--- config.mk ---
export PLATFORM = sky130hd
export DESIGN_NAME = gld_ctrl
export DESIGN_NICKNAME = d
export VERILOG_FILES = /design/src/sv/gld_pkg.sv /design/src/sv/gld_ctrl.sv
export SDC_FILE = /design/constraint.sdc
export NUM_CORES = 1
export LEC_CHECK = 0
export BUFFER_PORTS_ARGS = -buffer_cell sky130_fd_sc_hd__buf_2
export CAP_MARGIN = 40
export CORE_AREA = 2 2 39 41
export CTS_CLUSTER_DIAMETER = 150
export DETAILED_ROUTE_END_ITERATION = 10
export DIE_AREA = 0 0 41 43
export MAX_ROUTING_LAYER = met4
export PLACE_DENSITY = 0.7
export SLEW_MARGIN = 0
export SYNTH_ARGS = -nofsm -noshare
export SYNTH_HDL_FRONTEND = slang
export SYNTH_SLANG_ARGS = --single-unit
--- constraint.sdc ---
create_clock -name clk_i -period 5.4 [get_ports clk_i]
set_input_delay 0.27 -clock clk_i [delete_from_list [all_inputs] [get_ports clk_i]]
set_output_delay 0.27 -clock clk_i [all_outputs]
set_load 0.02 [all_outputs]
--- src/sv/gld_pkg.sv ---
package gld_pkg;

  // Input item layout in s_axis_tdata, lowest bit first
  localparam int unsigned ModeW    = 2;
  localparam int unsigned CoordW   = 8;
  localparam int unsigned GreyW    = 8;
  localparam int unsigned ModeLsb  = 0;
  localparam int unsigned RowLsb   = ModeLsb + ModeW;
  localparam int unsigned ColLsb   = RowLsb + CoordW;
  localparam int unsigned GreyLsb  = ColLsb + CoordW;
  localparam int unsigned InDataW  = 32;
  localparam int unsigned OutDataW = 8;
  localparam int unsigned KindW    = 1;

  // Configuration port
  localparam int unsigned CfgIdxW  = 2;
  localparam int unsigned CfgDataW = 9;
  localparam int unsigned CfgSizeW = 9;

  localparam logic [CfgIdxW-1:0] CFG_DARK_THRESHOLD = 2'd0;
  localparam logic [CfgIdxW-1:0] CFG_WIDTH_IN_USE   = 2'd1;
  localparam logic [CfgIdxW-1:0] CFG_HEIGHT_IN_USE  = 2'd2;

  localparam logic [GreyW-1:0]    THRESHOLD_RESET = 8'd230;
  localparam logic [CfgSizeW-1:0] SIZE_RESET      = 9'd256;

  localparam logic [ModeW-1:0] MODE_WRITE = 2'd0;
  localparam logic [ModeW-1:0] MODE_CLEAN = 2'd1;
  localparam logic [ModeW-1:0] MODE_READ  = 2'd2;

  localparam logic [KindW-1:0] KIND_READ = 1'b0;
  localparam logic [KindW-1:0] KIND_DONE = 1'b1;

  localparam logic [OutDataW-1:0] PIXEL_DARK  = 8'd0;
  localparam logic [OutDataW-1:0] PIXEL_LIGHT = 8'd255;

  // Controller to datapath
  typedef struct packed {
    logic in_ready;
    logic host_wr;
    logic host_rd;
    logic walk_start;
    logic scan_rd;
    logic clear_wr;
    logic line_rewind;
    logic line_next;
    logic load_read;
    logic load_done;
  } cmd_t;

  // Datapath to controller
  typedef struct packed {
    logic             in_valid;
    logic [ModeW-1:0] in_mode;
    logic             frame_empty;
    logic             k_last;
    logic             is_line;
    logic             line_last;
    logic             pass_row;
    logic             out_free;
  } sts_t;

endpackage

--- src/sv/gld_ctrl.sv ---
module gld_ctrl (
  input  logic          clk_i,
  input  logic          rst_ni,
  input  gld_pkg::sts_t sts_i,
  output gld_pkg::cmd_t cmd_o
);

  typedef enum logic [5:0] {
    ST_IDLE   = 6'b000001,
    ST_SCAN   = 6'b000010,
    ST_TAIL   = 6'b000100,
    ST_DECIDE = 6'b001000,
    ST_CLEAR  = 6'b010000,
    ST_DONE   = 6'b100000
  } state_e;

  state_e state_q, state_d;
  logic   rd_pend_q, rd_pend_d;

  always_comb begin
    state_d   = state_q;
    rd_pend_d = rd_pend_q;
    cmd_o     = '0;

    // a read waits in the RAM output register until the result slot frees
    if (rd_pend_q && sts_i.out_free) begin
      cmd_o.load_read = 1'b1;
      rd_pend_d       = 1'b0;
    end

    unique case (state_q)
      ST_IDLE: begin
        cmd_o.in_ready = !rd_pend_q;
        if (sts_i.in_valid && !rd_pend_q) begin
          priority if (sts_i.in_mode == gld_pkg::MODE_WRITE) begin
            cmd_o.host_wr = 1'b1;
          end else if (sts_i.in_mode == gld_pkg::MODE_READ) begin
            cmd_o.host_rd = 1'b1;
            rd_pend_d     = 1'b1;
          end else if (sts_i.in_mode == gld_pkg::MODE_CLEAN) begin
            cmd_o.walk_start = 1'b1;
            state_d = sts_i.frame_empty ? ST_DONE : ST_SCAN;
          end else begin
            state_d = ST_IDLE;
          end
        end
      end
      ST_SCAN: begin
        cmd_o.scan_rd = 1'b1;
        if (sts_i.k_last) begin
          state_d = ST_TAIL;
        end
      end
      ST_TAIL: begin
        state_d = ST_DECIDE;
      end
      ST_DECIDE: begin
        if (sts_i.is_line) begin
          cmd_o.line_rewind = 1'b1;
          state_d = ST_CLEAR;
        end else begin
          cmd_o.line_next = 1'b1;
          state_d = (sts_i.line_last && sts_i.pass_row) ? ST_DONE : ST_SCAN;
        end
      end
      ST_CLEAR: begin
        cmd_o.clear_wr = 1'b1;
        if (sts_i.k_last) begin
          cmd_o.line_next = 1'b1;
          state_d = (sts_i.line_last && sts_i.pass_row) ? ST_DONE : ST_SCAN;
        end
      end
      ST_DONE: begin
        if (sts_i.out_free) begin
          cmd_o.load_done = 1'b1;
          state_d = ST_IDLE;
        end
      end
      default: begin
        state_d = ST_IDLE;
      end
    endcase
  end

  always_ff @(posedge clk_i or negedge rst_ni) begin
    if (!rst_ni) begin
      state_q   <= ST_IDLE;
      rd_pend_q <= 1'b0;
    end else begin
      state_q   <= state_d;
      rd_pend_q <= rd_pend_d;
    end
  end

  a_pend_only_idle: assert property (@(posedge clk_i) disable iff (!rst_ni)
    rd_pend_q |-> state_q == ST_IDLE)
    else $error("read pending outside idle");

  a_start_scans: assert property (@(posedge clk_i) disable iff (!rst_ni)
    cmd_o.walk_start && !sts_i.frame_empty |=> state_q == ST_SCAN)
    else $error("removal did not start scanning");

  a_done_returns: assert property (@(posedge clk_i) disable iff (!rst_ni)
    state_q == ST_DONE && sts_i.out_free |=> state_q == ST_IDLE && !rd_pend_q)
    else $error("finish result not delivered");

endmodule

==> results.md <==
- When the netlist entered floorplanning its net count stood at 66.
- The synthesized design contains 7 register bits.
- The total area of multi-input combinational cells is 325 µm².
- Setup violations remaining at the end of the flow were counted as 0.
- Across all layers, the routed design uses 495 vias.
- Counting the fill cells in the layout gives 135.
- The post-synthesis cell count is 55.
- The cell count of the worst hold path is 2.
- The logic depth of the worst register-to-register path is 5.
- The synthesized-area fraction occupied by and/or/nand/nor cells is 45.4%.
- The wire length of the first global-routing pass is 2040 µm.
- The number of distinct library cells after synthesis is 30.
- The kind of capture point of the worst setup path is an output pin.
- In the global route stage, overall resource usage came out at 17.5%.
- The compound-cell area share of the yosys netlist is 16.3%.
- The number of hold-slack violations in the final timing report is 0.
- The overall overflow remaining after global route is 0.
- The setup path with the least slack is of type reg2out.
- The critical path goes through nor4_1 > nand3b_1 > nor4b_2 > buf_2.
- The sink count of the clock tree is 7.
- Dividing the detail-routed via count by the number of cells gives 5.16.
- By area, the combinational part of the netlist is dominated by simple AND/OR/NAND/NOR gates.
- After synthesis, the mean cell area works out to 9.33 µm².
- The fraction of layout instances using a drive strength above 1 is 42.5%.
- The area enclosed by the die boundary is 1760 µm².
- The pin count of the biggest net entering global routing is 9.
- The share of synthesized cell area in full adder, half adder and majority cells is 0%.
- In this run the clock root is driven by a clkbuf_4.
- The most used flip-flop cell after synthesis is dfrtp_1.
- The post-synthesis mux area share is 0%.
- The number of flops mapped to enable cells by yosys is 0.
- The routability-driven placement congestion ratio is 0.762.
- The number of pins exceeding their max-slew limit in the final report is 0.
- The detailed router's first-iteration violation count is 6.
- The largest stage delay on the critical path is 0.46 ns.
- The total CTS buffers is 3.
- The number of setup buffers added after CTS is 0.
- The via count of the first global-routing pass came to 496.
- Along the worst path, the maximum fanout reaches 8.
- The fraction of registers with async set or reset after synthesis is 100%.
- The number of placement rows is 14.
- The power density normalized to cell area is 338 nW/µm².
- The minimum period implied by the final worst setup slack is 2.33 ns.
- The overall die width is 41 µm.
- The HPWL after detailed placement is 1020 µm.
- The final sum of negative setup slack is 0 ns.
- For the pin with the worst max-slew slack, the measured transition is 0.445 ns.
- The final-stage net count is 92.
- Detailed routing placed a total of 60 µm of wire on met3.
- Max-cap violations in this run came to 0.
- Before CTS, the worst setup slack after placement is 3.34 ns.
- The arrival time of data at the critical path endpoint is 2.06 ns.
- On the final layout, the worst hold slack is 0.254 ns.
- Clock skew on the completed layout was measured at 0.00570 ns.
- The setup slack of the critical path after layout is 3.07 ns.
- The initial utilization of the core area, before any placement, comes to 37.1%.
- The synthesized netlist occupies a cell area of 513 µm².
- In this run, post-CTS repair resized a total of 0 instances.
- The cell with the largest stage delay on the worst path is nor4_1.
- From synthesis to final layout, the design area changed by 30.5%.
- Summing the areas of all xor and xnor instances in the mapped netlist gives 1.71% of the synthesized area.
- The initial antenna violation count is 0.
- The number of buffer cells added on primary ports is 20.
- Dividing the final minimum period by the clock period gives 43.2%.
- The met1 wire length is 568 µm.
- Summed over all layers, the routed wires come to 1260 µm.
- The number of remaining DRC errors is 0.
- For the worst setup path, the data required time is 5.13 ns.
- Setup repair after global routing left no endpoint under its margin.
- Clock latency on the worst-skew pair, taken at its later pin, is 0.25 ns.
- The core region is 1380 µm².
- The detailed router used layers up to and including met3.
- The portion of the post-synthesis area used by sequential elements is 34.4%.
- The number of antenna repair diodes is 0.
- Registers take 176 µm².
- After detailed routing, the met2 layer carries 629 µm of wire.
- In the final routed layout, each cell accounts on average for 13.1 µm.
- The count of TritonRoute iterations in the first routing pass is 3.
- The highest clock frequency the design can meet is 429 MHz.
- Clock-pin slew was measured on the worst setup and hold paths at 0.05 ns.
- The worst pin sits at a relative slew slack of 70.1%.
- CTS built an H-tree with a depth of 1.
- For this design the top-level I/O count stands at 21.
- Once detail routing completed, the nets flagged for antenna violations numbered 0.
- The maximum resistive drop on vdd is 220 µV.
- In this run the vertical extent of the chip is 43 µm.
- The flow ran to the end, and the final reports show no timing, DRC or antenna violations.
- TritonCTS built the clock tree.
- The yosys synthesis warning count is 0.
- The clock passes through at most 2 buffers.
- The leakage power is 0.324 nW.
- The classification of the worst-slack hold path is in2reg.
- STA classifies the critical path startpoint as a flop.
- After clock tree synthesis, the flow added hold-fix buffers numbering 1.
cells in the mapped netlist, types with 2 or more instances:
cell,count,area (µm²)
and2_1,4,25.0
nor2_1,2,7.51
or4_4,2,22.5
dfrtp_1,6,150
nand2_1,4,15.0
nand3b_1,2,15.0
nor3b_1,2,15.0
inv_1,2,7.51
o21bai_1,2,15.0
o21ai_1,4,20.0
nor3_1,3,15.0
nor4_1,4,25.0
metrics by stage:
stage | area [µm²] | cells | util [%] | power, mW
6_report | 669 | 96 | 48.4 | 0.226
5_1_grt | 669 | 96 | 48.4 | 0.244
4_1_cts | 669 | 96 | 48.4 | 0.229
3_5_place_dp | 633 | 91 | 45.8 | 0.179
3_3_place_gp | 633 | 91 | 45.8 | 0.175
2_1_floorplan | 513 | 55 | - | 0.150
area by class of cell:
class,count,share of cell area [%]
clock buffer,4,3.93
inverter,3,1.68
multi-input combinational,45,48.6
sequential,7,26.4
tap,16,2.99
timing repair buffer,21,16.4
state kept, by name, indices dropped and copies added, names as in the netlist:
| signal | count |
|---|---|
| state_q | 6 |
| rd_pend_q | 1 |
report_power, final:
group	total (mW)	internal (mW)	switching, mW
sequential	0.0728	0.0623	0.0105
clock	0.0478	0.0282	0.0196
combinational	0.106	0.0483	0.0575
total	0.226	0.139	0.0876
path summary, 6_finish.rpt:
path | from | endpoint | slack (ns)
worst max-delay path | state_q[3]$_DFFE_PN0P_ | cmd_o[7] | 3.07
worst min-delay path | sts_i[0] | rd_pend_q$_DFF_PN0_ | 0.25
worst max register to register | state_q[4]$_DFFE_PN0P_ | state_q[5]$_DFFE_PN0P_ | 3.48
worst min register to register | state_q[3]$_DFFE_PN0P_ | state_q[3]$_DFFE_PN0P_ | 0.53
max in group asynchronous | rst_ni | state_q[0]$_DFFE_PN1P_ | 4.79
min in group asynchronous | rst_ni | state_q[3]$_DFFE_PN0P_ | 0.37
layer usage:
metal  GRT usage, %  vias to the layer above
met5              -                        -
met4           2.00                        0
met3           6.28                        0
met2           28.7                       14
met1           20.3                      222
li1               -                      259
critical path, delay by kind of cell (launching register included):
family	cells	cell delay [ns]
flops	1	0.41
buf+inv	1	0.22
simple gates	3	1.18
logic make-up after synthesis:
logic type | count (synthesis)
flops | 7
simple gates | 33
compound gates | 11
xor+xnor | 1
buf+inv | 3
cell usage in the layout, fill, tap and decap left out, types with 3 or more instances in the layout:
master,count
nor3_1,3
buf_2,20
and2_1,4
nand2_1,4
nor4_1,4
dfrtp_1,6
clkbuf_4,3
o21ai_1,4
Power figures use the tool's default switching activity.
